**config.mk**
```make
export PLATFORM = sky130hd
export DESIGN_NAME = rtc_date_to_epoch_seconds
export DESIGN_NICKNAME = d
export VERILOG_FILES = /design/src/hw/rtl/rtcep_pkg.sv /design/src/hw/rtl/rtcep_front.sv /design/src/hw/rtl/rtcep_queue.sv /design/src/hw/rtl/rtcep_back.sv /design/src/hw/rtl/rtc_date_to_epoch_seconds.sv
export SDC_FILE = /design/constraint.sdc
export NUM_CORES = 1
export LEC_CHECK = 0
export BUFFER_PORTS_ARGS = -buffer_cell sky130_fd_sc_hd__buf_2
export CAP_MARGIN = 10
export CELL_PAD_IN_SITES_DETAIL_PLACEMENT = 0
export CELL_PAD_IN_SITES_GLOBAL_PLACEMENT = 2
export CORE_MARGIN = 2
export CORE_UTILIZATION = 35
export DETAILED_ROUTE_END_ITERATION = 6
export PLACE_DENSITY = 0.76
export SETUP_SLACK_MARGIN = 0.05
export SYNTH_ARGS = -nofsm -noshare
export SYNTH_HDL_FRONTEND = slang
export SYNTH_SLANG_ARGS = --single-unit
```
**constraint.sdc**
```tcl
create_clock -name clk -period 10.83 [get_ports clk]
set_input_delay 0 -clock clk [delete_from_list [all_inputs] [get_ports clk]]
set_output_delay 0 -clock clk [all_outputs]
set_load 0.1 [all_outputs]
```
**src/hw/rtl/rtcep_pkg.sv**
```systemverilog
// Shared types, constants and helper functions for the RTC date to epoch converter.
// Used by rtcep_front, rtcep_queue, rtcep_back and rtc_date_to_epoch_seconds.
package rtcep_pkg;

  localparam int unsigned RAW_W       = 8;
  localparam int unsigned IN_W        = 6 * RAW_W;
  localparam int unsigned EPOCH_W     = 32;
  localparam int unsigned YEAR_W      = 12;
  localparam int unsigned QUEUE_DEPTH = 2;

  localparam logic [YEAR_W-1:0]  CENTURY_BASE     = 12'd1900;
  localparam logic [YEAR_W-1:0]  EPOCH_YEAR       = 12'd1970;
  localparam logic [YEAR_W-1:0]  CENTURY_STEP     = 12'd100;
  localparam logic [EPOCH_W-1:0] EPOCH_DAY_OFFSET = 32'd719499;

  // Decoded time-of-day and day count, as handed from front to back.
  typedef struct packed {
    logic [EPOCH_W-1:0] days;
    logic [RAW_W-1:0]   hour;
    logic [RAW_W-1:0]   min;
    logic [RAW_W-1:0]   sec;
  } rtcep_work_t;

  // BCD decode with no nibble check: low + 10 * high, so 0xFF gives 165.
  function automatic logic [RAW_W-1:0] decode_byte(input logic [RAW_W-1:0] raw,
                                                   input logic bcd);
    logic [RAW_W-1:0] hi;
    hi = {4'b0, raw[7:4]};
    if (bcd) begin
      decode_byte = {4'b0, raw[3:0]} + (hi << 3) + (hi << 1);
    end else begin
      decode_byte = raw;
    end
  endfunction

endpackage

```
**src/hw/rtl/rtcep_front.sv**
```systemverilog
// Front end: BCD decode, century fix-up and month rotation, then the Gauss day count.
// Two elastic stages; depends on rtcep_pkg.
module rtcep_front (
  input  logic                              clk,
  input  logic                              rst,
  input  logic                              bcd,
  input  logic                              in_valid,
  output logic                              in_ready,
  input  logic [rtcep_pkg::IN_W-1:0]        in_data,
  output logic                              out_valid,
  input  logic                              out_ready,
  output rtcep_pkg::rtcep_work_t            out_work
);

  localparam int unsigned RW = rtcep_pkg::RAW_W;
  localparam int unsigned YW = rtcep_pkg::YEAR_W;

  // stage A: decoded fields
  logic          a_valid;
  logic [RW-1:0] a_sec, a_min, a_hour, a_day, a_mon;
  logic [YW-1:0] a_year;
  logic          a_ready;

  // stage B: day count
  logic          b_valid;
  rtcep_pkg::rtcep_work_t b_work;
  logic          b_ready;

  logic [RW-1:0] d_sec, d_min, d_hour, d_day, d_mon, d_year;
  logic [YW-1:0] year_c, year_r;
  logic [RW-1:0] mon_r;

  logic [YW-1:0] cent, quad;
  logic [10:0]   mon7;
  logic [23:0]   mon7_scaled;
  logic [12:0]   mon30;
  logic [12:0]   mon_days;
  logic [rtcep_pkg::EPOCH_W-1:0] days_next;

  assign b_ready   = !b_valid || out_ready;
  assign a_ready   = !a_valid || b_ready;
  assign in_ready  = a_ready;
  assign out_valid = b_valid;
  assign out_work  = b_work;

  always_comb begin
    d_sec  = rtcep_pkg::decode_byte(in_data[0*RW +: RW], bcd);
    d_min  = rtcep_pkg::decode_byte(in_data[1*RW +: RW], bcd);
    d_hour = rtcep_pkg::decode_byte(in_data[2*RW +: RW], bcd);
    d_day  = rtcep_pkg::decode_byte(in_data[3*RW +: RW], bcd);
    d_mon  = rtcep_pkg::decode_byte(in_data[4*RW +: RW], bcd);
    d_year = rtcep_pkg::decode_byte(in_data[5*RW +: RW], bcd);

    year_c = rtcep_pkg::CENTURY_BASE + {{(YW-RW){1'b0}}, d_year};
    if (year_c < rtcep_pkg::EPOCH_YEAR) begin
      year_c = year_c + rtcep_pkg::CENTURY_STEP;
    end

    // March counts as month 1, February as month 12 of the previous year
    if (d_mon <= 8'd2) begin
      mon_r  = d_mon + 8'd10;
      year_r = year_c - 12'd1;
    end else begin
      mon_r  = d_mon - 8'd2;
      year_r = year_c;
    end
  end

  always_ff @(posedge clk) begin
    if (rst) begin
      a_valid <= 1'b0;
    end else if (a_ready) begin
      a_valid <= in_valid;
    end
    if (a_ready && in_valid) begin
      a_sec  <= d_sec;
      a_min  <= d_min;
      a_hour <= d_hour;
      a_day  <= d_day;
      a_mon  <= mon_r;
      a_year <= year_r;
    end
  end

  // year stays in 1969..2155, so the century terms come from compares
  always_comb begin
    if (a_year >= 12'd2100) begin
      cent = 12'd21;
    end else if (a_year >= 12'd2000) begin
      cent = 12'd20;
    end else begin
      cent = 12'd19;
    end
    quad = (a_year >= 12'd2000) ? 12'd5 : 12'd4;

    // 367*m/12 = 30*m + 7*m/12; 7*m/12 by reciprocal 5462/2^16 (exact for 7*m < 8190)
    mon7        = ({3'b0, a_mon} << 3) - {3'b0, a_mon};
    mon7_scaled = {13'b0, mon7} * 24'd5462;
    mon30       = ({5'b0, a_mon} << 5) - ({5'b0, a_mon} << 1);
    mon_days    = mon30 + {5'b0, mon7_scaled[23:16]};

    days_next = 32'(a_year) * 32'd365
              + 32'(a_year >> 2) - 32'(cent) + 32'(quad)
              + 32'(mon_days) + 32'(a_day)
              - rtcep_pkg::EPOCH_DAY_OFFSET;
  end

  always_ff @(posedge clk) begin
    if (rst) begin
      b_valid <= 1'b0;
    end else if (b_ready) begin
      b_valid <= a_valid;
    end
    if (b_ready && a_valid) begin
      b_work.days <= days_next;
      b_work.hour <= a_hour;
      b_work.min  <= a_min;
      b_work.sec  <= a_sec;
    end
  end

endmodule

```
**src/hw/rtl/rtcep_queue.sv**
```systemverilog
// Small FIFO of day-count words between the front and back ends.
// Depends on rtcep_pkg for the word type.
module rtcep_queue #(
  parameter int unsigned DEPTH = rtcep_pkg::QUEUE_DEPTH
) (
  input  logic                   clk,
  input  logic                   rst,
  input  logic                   in_valid,
  output logic                   in_ready,
  input  rtcep_pkg::rtcep_work_t in_work,
  output logic                   out_valid,
  input  logic                   out_ready,
  output rtcep_pkg::rtcep_work_t out_work
);

  localparam int unsigned PTR_W = (DEPTH > 1) ? $clog2(DEPTH) : 1;
  localparam int unsigned CNT_W = $clog2(DEPTH + 1);

  rtcep_pkg::rtcep_work_t mem [DEPTH];
  logic [PTR_W-1:0] wr_ptr, rd_ptr;
  logic [CNT_W-1:0] count;
  logic             push, pop;

  assign in_ready  = (count != CNT_W'(DEPTH));
  assign out_valid = (count != '0);
  assign out_work  = mem[rd_ptr];
  assign push      = in_valid && in_ready;
  assign pop       = out_valid && out_ready;

  always_ff @(posedge clk) begin
    if (push) begin
      mem[wr_ptr] <= in_work;
    end
  end

  always_ff @(posedge clk) begin
    if (rst) begin
      wr_ptr <= '0;
      rd_ptr <= '0;
      count  <= '0;
    end else begin
      if (push) begin
        wr_ptr <= (wr_ptr == PTR_W'(DEPTH - 1)) ? '0 : wr_ptr + PTR_W'(1);
      end
      if (pop) begin
        rd_ptr <= (rd_ptr == PTR_W'(DEPTH - 1)) ? '0 : rd_ptr + PTR_W'(1);
      end
      if (push && !pop) begin
        count <= count + CNT_W'(1);
      end else if (pop && !push) begin
        count <= count - CNT_W'(1);
      end
    end
  end

endmodule

```
**src/hw/rtl/rtcep_back.sv**
```systemverilog
// Back end: scales the day count to seconds, mod 2^32, in three elastic stages.
// The last stage is the output register; depends on rtcep_pkg.
module rtcep_back (
  input  logic                          clk,
  input  logic                          rst,
  input  logic                          in_valid,
  output logic                          in_ready,
  input  rtcep_pkg::rtcep_work_t        in_work,
  output logic                          out_valid,
  input  logic                          out_ready,
  output logic [rtcep_pkg::EPOCH_W-1:0] out_seconds
);

  localparam int unsigned EW = rtcep_pkg::EPOCH_W;
  localparam int unsigned RW = rtcep_pkg::RAW_W;

  logic          v1, v2, v3;
  logic          r1, r2, r3;
  logic [EW-1:0] hours1, mins2, secs3;
  logic [RW-1:0] min1, sec1, sec2;

  assign r3          = !v3 || out_ready;
  assign r2          = !v2 || r3;
  assign r1          = !v1 || r2;
  assign in_ready    = r1;
  assign out_valid   = v3;
  assign out_seconds = secs3;

  always_ff @(posedge clk) begin
    if (rst) begin
      v1 <= 1'b0;
      v2 <= 1'b0;
      v3 <= 1'b0;
    end else begin
      if (r1) v1 <= in_valid;
      if (r2) v2 <= v1;
      if (r3) v3 <= v2;
    end
    if (r1 && in_valid) begin
      hours1 <= in_work.days * 32'd24 + EW'(in_work.hour);
      min1   <= in_work.min;
      sec1   <= in_work.sec;
    end
    if (r2 && v1) begin
      mins2 <= hours1 * 32'd60 + EW'(min1);
      sec2  <= sec1;
    end
    if (r3 && v2) begin
      secs3 <= mins2 * 32'd60 + EW'(sec2);
    end
  end

endmodule

```
**src/hw/rtl/rtc_date_to_epoch_seconds.sv**
```systemverilog
// Top level of the RTC date to epoch seconds converter.
// Instantiates rtcep_front, rtcep_queue and rtcep_back; depends on rtcep_pkg.
//
// Converts six raw clock register bytes (seconds, minutes, hours, day, month,
// two-digit year) into seconds since 1970-01-01 00:00:00, modulo 2^32. Bytes
// are BCD-decoded when data_is_bcd is set (reset value 1); nothing is range
// checked. One word is taken and one result given per clock, sustained while
// m_axis_tready stays high. A result shows on m_axis_tvalid once its word has passed
// six registers, the first loaded at the accepting edge: two front stages
// (decode, day count), one through the queue, and three back stages
// (hours, minutes, seconds scaling). The queue of QUEUE_DEPTH words lets the
// front keep accepting while the output stalls. Write cfg_wr_data only while
// no conversion is in flight.
module rtc_date_to_epoch_seconds #(
  parameter int unsigned QUEUE_DEPTH = rtcep_pkg::QUEUE_DEPTH
) (
  input  logic        clk,
  input  logic        rst,
  input  logic        cfg_wr_en,
  input  logic        cfg_wr_data,
  input  logic        s_axis_tvalid,
  output logic        s_axis_tready,
  // raw_seconds[7:0], raw_minutes[15:8], raw_hours[23:16],
  // raw_day[31:24], raw_month[39:32], raw_year[47:40]
  input  logic [47:0] s_axis_tdata,
  output logic        m_axis_tvalid,
  input  logic        m_axis_tready,
  // epoch_seconds[31:0]
  output logic [31:0] m_axis_tdata
);

  logic data_is_bcd;

  logic                   f_valid, f_ready;
  rtcep_pkg::rtcep_work_t f_work;
  logic                   q_valid, q_ready;
  rtcep_pkg::rtcep_work_t q_work;

  always_ff @(posedge clk) begin
    if (rst) begin
      data_is_bcd <= 1'b1;
    end else if (cfg_wr_en) begin
      data_is_bcd <= cfg_wr_data;
    end
  end

  rtcep_front u_front (
    .clk       (clk),
    .rst       (rst),
    .bcd       (data_is_bcd),
    .in_valid  (s_axis_tvalid),
    .in_ready  (s_axis_tready),
    .in_data   (s_axis_tdata),
    .out_valid (f_valid),
    .out_ready (f_ready),
    .out_work  (f_work)
  );

  rtcep_queue #(
    .DEPTH (QUEUE_DEPTH)
  ) u_queue (
    .clk       (clk),
    .rst       (rst),
    .in_valid  (f_valid),
    .in_ready  (f_ready),
    .in_work   (f_work),
    .out_valid (q_valid),
    .out_ready (q_ready),
    .out_work  (q_work)
  );

  rtcep_back u_back (
    .clk         (clk),
    .rst         (rst),
    .in_valid    (q_valid),
    .in_ready    (q_ready),
    .in_work     (q_work),
    .out_valid   (m_axis_tvalid),
    .out_ready   (m_axis_tready),
    .out_seconds (m_axis_tdata)
  );

endmodule

```
==> qor.yml, run 1 <==
outcome: "completed"
slew_headroom: 0.224
cap_violations: 0
fin_area_um2: 33100
synth_cells: 2475
clk_pin_slew_ns: 0.06
criticalPathCategory: "reg2reg"
final_cell_mix: "331 x ha_1, 313 x edfxtp_1, 239 x inv_1, 202 x fa_1, 148 x xnor2_1"
synth_seq_area_share: 0.339
syn2layout_area_growth_pct: 16.6
clkLatencyLatePin_ns: 0.56
worst_r2r_endpoint: "u_front.out_work[47]"
viasPerCell: 4.91
final_nets: 3326
path_common_cell: "ha_4"
dpl.cell_count: 3656
final_common_cell: "ha_1"
grt_pass1_vias: 19500
min_path_type: "in2reg"
ff2ff_path_depth: 49
synth-async-reset-ratio: 0
cp.arrival_ns: 10.88
drcViolationCount: 0
clock_sinks: 324
synth.distinct_cells: 112
placed_cell_area_um2: 30500
groute.usage.overall: 0.137
period_needed_ns: 10.60
end_kind: "flop"
vias: 18700
syn_area_um2: 28300
drive_gt1_frac: 0.163
required_ns: 11.11
wirelength_mm: 56.0
drv_slew: 0
hold_viol: 0
initialDrtViolationCount: 629
syn_avg_cell_area_um2: 11.5
grt_overflow: 0
clockBufferDepth: 3
globalplace.congestion: 0.806
r2r_start: "u_front.a_mon[0]"
numPortBuffers: 87
num_rows: 104
ff2ff_setup_slack_ns: 0.23
post_drt_wl_per_cell_um: 14.7
final_util: 0.412
setup.worst_path.end: "u_front.out_work[47]"
rsz0062_at_grt: "true"
ys.flop_type: "edfxtp_1"
skew_ns: 0.0190
diodes: 0
dpl.hpwl_mm: 44.7
cts_htree_levels: 2
io_pins: 88
setup_viol: 0
worst_pin_slew_ns: 1.16
cp_slowest_cell: "fa_2"
fmaxAchievable_mhz: 94.3
syn_nets: 3092
initial_utilization: 0.353
dr.pass1.iters: 5
crit_path_start_kind: "flop"
final_cells: 3799
startpoint: "u_front.a_mon[0]"
die_w_um: 289
max_stage_delay_ns: 0.56
grt_max_degree: 56
synth_edf_count: 313
grt_pass1_wl_mm: 94.6
die-height_um: 289
cts_buffers: 39
fp.dieArea_um2: 83300
antenna_found_initial: 1
timing.setup.tns_ns: 0
cp_max_fo: 3
post-route-period-util: 0.979
ys_seq_elements: 324
fill_cells: 7563
ys.warnings.count: 0
drtAntennaViolNets: 0
cts_tree: "yes"
coreArea_um2: 80300
cts_root_buffer: "clkbuf_16"
## final cells by class
| cell class | count | area [um^2] | area share |
|---|---|---|---|
| clock buffer | 45 | 1040 | 0.0315 |
| clock inverter | 26 | 317 | 0.00958 |
| inverter | 251 | 942 | 0.0285 |
| multi-input combinational | 1869 | 18200 | 0.551 |
| sequential | 324 | 9620 | 0.291 |
| tap | 1060 | 1330 | 0.0401 |
| timing repair buffer | 224 | 1610 | 0.0486 |
## kinds of logic after synthesis
group	Yosys count	synth area share
adders and majority gates	565	0.305
and+or+nand+nor	505	0.0962
muxes	83	0.0325
buffers and inverters	282	0.0383
xor gates and xnor gates	237	0.0737
DFF	324	0.339
AOI/OAI and AO/OA	479	0.115
## timing repair
action,in CTS,in global routing
hold buffers,55,0
endpoints found under the hold margin,51,0
pin swaps,25,83
setup endpoints to repair,7,11
gates resized for setup,24,72
gates cloned,0,0
setup buffers,4,14
## sequential cells by signal, indices dropped and copies added, names as in the netlist, named ones only
name,flops
u_queue.mem,98
u_front.out_work,49
u_back.out_seconds,32
u_back.mins2,30
u_back.hours1,28
u_front.a_year,12
u_back.min1,8
u_back.sec1,8
u_back.sec2,8
u_front.a_day,8
u_front.a_hour,8
u_front.a_min,8
u_front.a_mon,8
u_front.a_sec,8
u_queue.count,2
data_is_bcd,1
u_back.out_valid,1
u_back.v1,1
u_back.v2,1
u_front.a_valid,1
u_front.out_valid,1
u_queue.rd_ptr,1
u_queue.wr_ptr,1
## worst max-delay path: cells and delay by family, from the launching register on
kind	cells	cell delay, ns
adder cells (fa/ha/maj)	13	4.45
AO/OA/AOI/OAI	17	3.27
AND/OR/NAND/NOR	10	1.27
buffers and inverters	6	0.48
flip-flops	1	0.45
XOR/XNOR	3	0.40
## routing by layer
| metal | vias to the layer above | track usage | part of all wire |
|---|---|---|---|
| li1 | 9378 | - | - |
| met1 | 9000 | 0.168 | 0.44 |
| met2 | 199 | 0.253 | 0.51 |
| met3 | 71 | 0.0195 | 0.025 |
| met4 | 2 | 0.0343 | 0.021 |
| met5 | - | 0 | 0.00023 |
## metrics by stage
stage          setup slack, ns  hold WS (ns)
2_1_floorplan           0.0765        0.0989
3_3_place_gp            -0.156         0.181
3_5_place_dp            -0.394         0.180
4_1_cts                 0.0629       0.00290
5_1_grt                 -0.231        0.0469
6_report                 0.228        0.0477
## how the worst min path moves through the flow
stage	end	cells after the start	slack [ns]	from
global placement	u_front.a_day[0]	1	0.18	s_axis_tdata[24]
floorplan	u_front.a_day[0]	0	0.1	s_axis_tdata[24]
global route	u_front.a_mon[7]	3	0.05	s_axis_tdata[39]
CTS	u_front.a_mon[7]	3	0.003	s_axis_tdata[39]
detailed placement	u_front.a_day[0]	1	0.18	s_axis_tdata[24]
finish	u_front.a_mon[7]	3	0.05	s_axis_tdata[39]
## Yosys cell counts, types with 18 or more instances
cell	instances	area share
a211oi_1	18	0.0048
a21o_1	60	0.016
a21oi_1	144	0.025
a31oi_1	20	0.0044
and3_1	22	0.0049
edfxtp_1	313	0.33
fa_1	209	0.15
ha_1	354	0.16
inv_1	250	0.033
mux2_2	73	0.029
nand2_1	99	0.013
nand2b_1	24	0.0053
nand3_1	29	0.0051
nor2_1	137	0.018
nor2b_1	32	0.0071
nor3_1	37	0.0065
o21a_1	26	0.0069
o21ai_0	58	0.010
o21bai_1	25	0.0066
xnor2_1	153	0.047
xor2_1	83	0.026
Power of run 1 is left out: the tool's default activity adds up to more than one toggle a clock period on the data nets, which glitch-free logic cannot reach.
==> run 2: changes to the inputs <==
--- a/config.mk
+++ b/config.mk
@@ -16,4 +16,5 @@
 export SETUP_SLACK_MARGIN = 0.05
 export SYNTH_ARGS = -nofsm -noshare
 export SYNTH_HDL_FRONTEND = slang
+export SYNTH_HIERARCHICAL = 1
 export SYNTH_SLANG_ARGS = --single-unit
==> qor.yml, run 2 <==
outcome: "completed"  # unchanged
syn2layout_area_growth_pct: 13.3  # was 16.6%
clkLatencyLatePin_ns: 0.58  # was 0.56 ns
vias: 18900  # was 18.7k
fill_cells: 8040  # was 7563
criticalPathCategory: "reg2reg"  # unchanged
hold_viol: 0  # unchanged
clk_pin_slew_ns: 0.06  # about the same
largest_reg_flops: 98  # unchanged
cp_slowest_cell: "fa_1"  # was fa_2
cts_root_buffer: "clkbuf_16"  # unchanged
r2r_start: "u_front/a_mon[0]"  # was u_front.a_mon[0]
clockBufferDepth: 3  # unchanged
drive_gt1_frac: 0.125  # was 0.163
crit_path_start_kind: "flop"  # unchanged
clock_sinks: 324  # unchanged
globalplace.congestion: 0.845  # was 0.806
die-height_um: 293  # was 289 um
num_rows: 106  # was 104
cts_tree: "yes"  # unchanged
synth_cells: 2635  # was 2475
cts_buffers: 40  # was 39
min_from: "s_axis_tdata[35]"  # was s_axis_tdata[39]
drv_slew: 0  # unchanged
io_pins: 88  # unchanged
worst_pin_slew_ns: 0.911  # was 1.16 ns
setup_viol: 0  # unchanged
top_register: "u_queue/mem"  # was u_queue.mem
cts_htree_levels: 2  # unchanged
die_w_um: 293  # was 289 um
final_cell_mix: "383 x inv_1, 356 x ha_1, 313 x edfxtp_1, 222 x fa_1, 170 x xnor2_1"  # was 331 x ha_1, 313 x edfxtp_1, 239 x inv_1, 202 x fa_1, 148 x xnor2_1
path_common_cell: "ha_1"  # was ha_4
ys.warnings.count: 6  # was 0
post-route-period-util: 0.949  # was 0.979
timing.setup.tns_ns: 0  # unchanged
grt_overflow: 0  # unchanged
grt_max_degree: 53  # was 56
syn_area_um2: 29300  # was 28300 um^2
drtAntennaViolNets: 0  # unchanged
initialDrtViolationCount: 542  # was 629
grt_pass1_wl_mm: 97.3  # was 94.6 mm
final_nets: 3450  # was 3326
skew_ns: 0.0438  # was 0.0190 ns
grt_pass1_vias: 20200  # was 19.5k
fmaxAchievable_mhz: 97.3  # was 94.3 MHz
wirelength_mm: 57.6  # was 56.0 mm
cp.arrival_ns: 10.72  # was 10.88 ns
dr.pass1.iters: 5  # unchanged
min_path_type: "in2reg"  # unchanged
post_drt_wl_per_cell_um: 14.7  # about the same
viasPerCell: 4.82  # was 4.91
coreArea_um2: 83300  # was 80300 um^2
syn_nets: 3272  # was 3092
antenna_found_initial: 0  # was 1
max_stage_delay_ns: 0.55  # was 0.56 ns
initial_utilization: 0.352  # was 0.353
dpl.hpwl_mm: 46.7  # was 44.7 mm
cap_violations: 0  # unchanged
cp_max_fo: 4  # was 3
final_common_cell: "inv_1"  # was ha_1
end_kind: "flop"  # unchanged
diodes: 0  # unchanged
period_needed_ns: 10.28  # was 10.60 ns
startpoint: "u_front/a_mon[0]"  # was u_front.a_mon[0]
groute.usage.overall: 0.135  # was 0.137
required_ns: 11.26  # was 11.11 ns
syn_avg_cell_area_um2: 11.1  # was 11.5 um^2
slew_headroom: 0.391  # was 0.224
drcViolationCount: 0  # unchanged
fp.dieArea_um2: 86100  # was 83300 um^2
numPortBuffers: 87  # unchanged
run 2: timing repair:
item                       CTS  global route
cloned                       0             0
hold buffers                53             0
hold endpoints to repair    50             0
buffers inserted             0             7
pin swaps                    0             9
gates resized for setup      2            36
setup endpoints to repair    4            14
run 2: final timing paths:
| path | endpoint | slack [ns] | cells past startpoint |
|---|---|---|---|
| worst max-delay path | u_front/out_work[46] | 0.55 | 46 |
| worst max register to register | u_front/out_work[46] | 0.55 | 46 |
| worst min register to register | u_front/out_work[9] | 0.38 | 0 |
| worst min-delay path | u_front/a_mon[3] | 0.05 | 3 |
run 2: area by class of cell:
cell class                 instances  area, um^2  share of cell area
sequential                       324        9620               0.290
clock inverter                    23         287             0.00863
inverter                         391        1470              0.0442
clock buffer                      49        1040              0.0315
tap                             1080        1350              0.0407
multi-input combinational       1888       18300               0.550
timing repair buffer             168        1180              0.0354
run 2: metal layers:
| layer | track usage | wire (um) | share of wire | vias up |
|---|---|---|---|---|
| met5 | 0 | 0 | 0 | - |
| met4 | 0.0332 | 1070 | 0.019 | 0 |
| met3 | 0.0166 | 1240 | 0.021 | 60 |
| met2 | 0.257 | 29900 | 0.52 | 175 |
| met1 | 0.161 | 25400 | 0.44 | 9056 |
| li1 | - | - | - | 9600 |
run 2: worst max-delay path: cells and delay by family (launching register included):
family,cells,cell delay [ns]
buffers and inverters,5,0.48
adder cells (fa/ha/maj),12,4.36
AO/OA/AOI/OAI,13,2.43
flip-flops,1,0.46
multiplexers,1,0.33
XOR/XNOR,3,0.50
AND/OR/NAND/NOR,12,1.56
run 2: per-stage QoR:
stage               area, um^2  std cells  setup WS (ns)  hold WS (ns)   util
finish                   33200       3923          0.548        0.0484  0.399
global route             33200       3923         -0.102        0.0397  0.399
CTS                      33000       3916         0.0729        0.0251  0.396
detailed placement       31100       3791         0.0329         0.181  0.374
global placement         31100       3791          0.134         0.185  0.374
floorplan                29300       2635          0.292        0.0691      -
Power of run 2 is left out for the same reason.
==> run 3: changes to the inputs <==
--- a/config.mk
+++ b/config.mk
@@ -10,9 +10,9 @@
 export CELL_PAD_IN_SITES_DETAIL_PLACEMENT = 0
 export CELL_PAD_IN_SITES_GLOBAL_PLACEMENT = 2
 export CORE_MARGIN = 2
-export CORE_UTILIZATION = 35
+export CORE_UTILIZATION = 40
 export DETAILED_ROUTE_END_ITERATION = 6
-export PLACE_DENSITY = 0.76
+export PLACE_DENSITY = 0.84
 export SETUP_SLACK_MARGIN = 0.05
 export SYNTH_ARGS = -nofsm -noshare
 export SYNTH_HDL_FRONTEND = slang
==> constraint.sdc (replaced) <==
create_clock -name clk -period 10.83 [get_ports clk]
set_input_delay 2.7075 -clock clk [delete_from_list [all_inputs] [get_ports clk]]
set_output_delay 2.7075 -clock clk [all_outputs]
set_load 0.1 [all_outputs]
==> qor.yml, run 3 (same netlist as run 2, synthesis figures left out) <==
fp.dieArea_um2: 75500  # was 86100 um^2
die_w_um: 275  # was 293 um
cp_slowest_cell: "fa_1"  # unchanged
dr.pass1.iters: 7  # was 5
groute.usage.overall: 0.152  # was 0.135
criticalPathCategory: "reg2reg"  # unchanged
io_pins: 88  # unchanged
cts_buffers: 39  # was 40
final_nets: 3404  # was 3450
cp.arrival_ns: 10.73  # was 10.72 ns
period_needed_ns: 10.32  # was 10.28 ns
outcome: "completed"  # unchanged
worst_pin_slew_ns: 1.20  # was 0.911 ns
clock_sinks: 324  # unchanged
numPortBuffers: 87  # unchanged
antenna_found_initial: 1  # was 0
die-height_um: 275  # was 293 um
largest_reg_flops: 98  # unchanged
required_ns: 11.24  # was 11.26 ns
skew_ns: 0.0198  # was 0.0438 ns
slew_headroom: 0.203  # was 0.391
fmaxAchievable_mhz: 96.9  # was 97.3 MHz
path_buf_inv: 5  # unchanged
top_register: "u_queue/mem"  # unchanged
viasPerCell: 5.03  # was 4.82
final_common_cell: "inv_1"  # unchanged
cp_max_fo: 4  # unchanged
cts_tree: "yes"  # unchanged
final_cell_mix: "382 x inv_1, 352 x ha_1, 313 x edfxtp_1, 221 x fa_1, 169 x xnor2_1"  # was 383 x inv_1, 356 x ha_1, 313 x edfxtp_1, 222 x fa_1, 170 x xnor2_1
drtAntennaViolNets: 0  # unchanged
crit_path_start_kind: "flop"  # unchanged
dpl.hpwl_mm: 45.1  # was 46.7 mm
wirelength_mm: 56.0  # was 57.6 mm
multi_input_area_um2: 18400  # was 18300 um^2
clkLatencyLatePin_ns: 0.56  # was 0.58 ns
drv_slew: 0  # unchanged
coreArea_um2: 72700  # was 83300 um^2
post_drt_wl_per_cell_um: 14.9  # was 14.7 um
initial_utilization: 0.403  # was 0.352
clockBufferDepth: 3  # unchanged
drcViolationCount: 0  # unchanged
vias: 18900  # about the same
initialDrtViolationCount: 647  # was 542
drive_gt1_frac: 0.136  # was 0.125
cts_htree_levels: 2  # unchanged
cp_top_family: "adder cells"  # unchanged
placed_cell_area_um2: 31000  # was 31100 um^2
end_kind: "flop"  # unchanged
grt_max_degree: 53  # unchanged
seqCellArea_um2: 9620  # unchanged
grt_pass1_wl_mm: 95.3  # was 97.3 mm
post-route-period-util: 0.953  # was 0.949
grt_overflow: 0  # unchanged
max_stage_delay_ns: 0.54  # was 0.55 ns
cts_root_buffer: "clkbuf_16"  # unchanged
grt_pass1_vias: 19900  # was 20.2k
num_rows: 99  # was 106
cap_violations: 0  # unchanged
min_path_type: "reg2reg"  # was in2reg
fill_cells: 6755  # was 8040
fin_area_um2: 32700  # was 33200 um^2
syn2layout_area_growth_pct: 11.6  # was 13.3%
setup_viol: 0  # unchanged
hold_viol: 0  # unchanged
clk_pin_slew_ns: 0.06  # about the same
globalplace.congestion: 0.849  # was 0.845
run 3: changes by cell type in the layout (fill, tap and decap cells not counted), moves of 3 or more:
cell	change
ha_4	+4
inv_6	+3
ha_1	-4
buf_4	+7
dlygate4sd3_1	-53
clkinv_16	-3
run 3: layout make-up:
cell class | count | share of cell area
inverter | 391 | 0.0449
antenna | 1 | 0.0000765
sequential | 324 | 0.294
tap | 959 | 0.0367
clock inverter | 23 | 0.00738
clock buffer | 48 | 0.0328
multi-input combinational | 1888 | 0.562
timing repair buffer | 123 | 0.0217
run 3: worst paths after layout:
check	depth (start not counted)	endpoint	slack (ns)	start
hold reg to reg	0	u_front/out_work[6]	0.42	u_front/a_sec[6]
hold / removal	0	u_front/out_work[6]	0.42	u_front/a_sec[6]
setup reg to reg	46	u_front/out_work[46]	0.51	u_front/a_mon[0]
setup / recovery	46	u_front/out_work[46]	0.51	u_front/a_mon[0]
run 3: repair_timing:
item / 4_1_cts / 5_1_grt
pin swaps: 0 / 28
setup buffers: 0 / 10
hold buffers: 0 / 0
gates resized for setup: 4 / 56
endpoints found under the setup margin: 7 / 15
run 3: worst register-to-register path: cells and delay by family, from the launching register on:
family | cells | cell delay, ns
XOR/XNOR | 3 | 0.46
buffers and inverters | 5 | 0.43
flip-flops | 1 | 0.47
adder cells (fa/ha/maj) | 12 | 4.43
AO/OA/AOI/OAI | 13 | 2.36
AND/OR/NAND/NOR | 12 | 1.73
multiplexers | 1 | 0.33
run 3: stage by stage:
stage	TNS (ns)	utilization	worst slack, ns	std cells	hold WS, ns
2_1_floorplan	0	-	0.292	2635	0.400
3_3_place_gp	0	0.426	0.0669	3675	0.408
3_5_place_dp	-0.0465	0.426	-0.0340	3675	0.405
4_1_cts	0	0.445	0.0193	3746	0.419
5_1_grt	-0.172	0.450	-0.101	3757	0.424
6_report	0	0.450	0.509	3757	0.418
run 3: layer usage:
| layer | GRT usage | wire length [um] |
|---|---|---|
| met1 | 0.181 | 24000 |
| met2 | 0.285 | 29100 |
| met3 | 0.0213 | 1410 |
| met4 | 0.0428 | 1470 |
| met5 | 0 | 0 |
Power of run 3 is left out for the same reason.
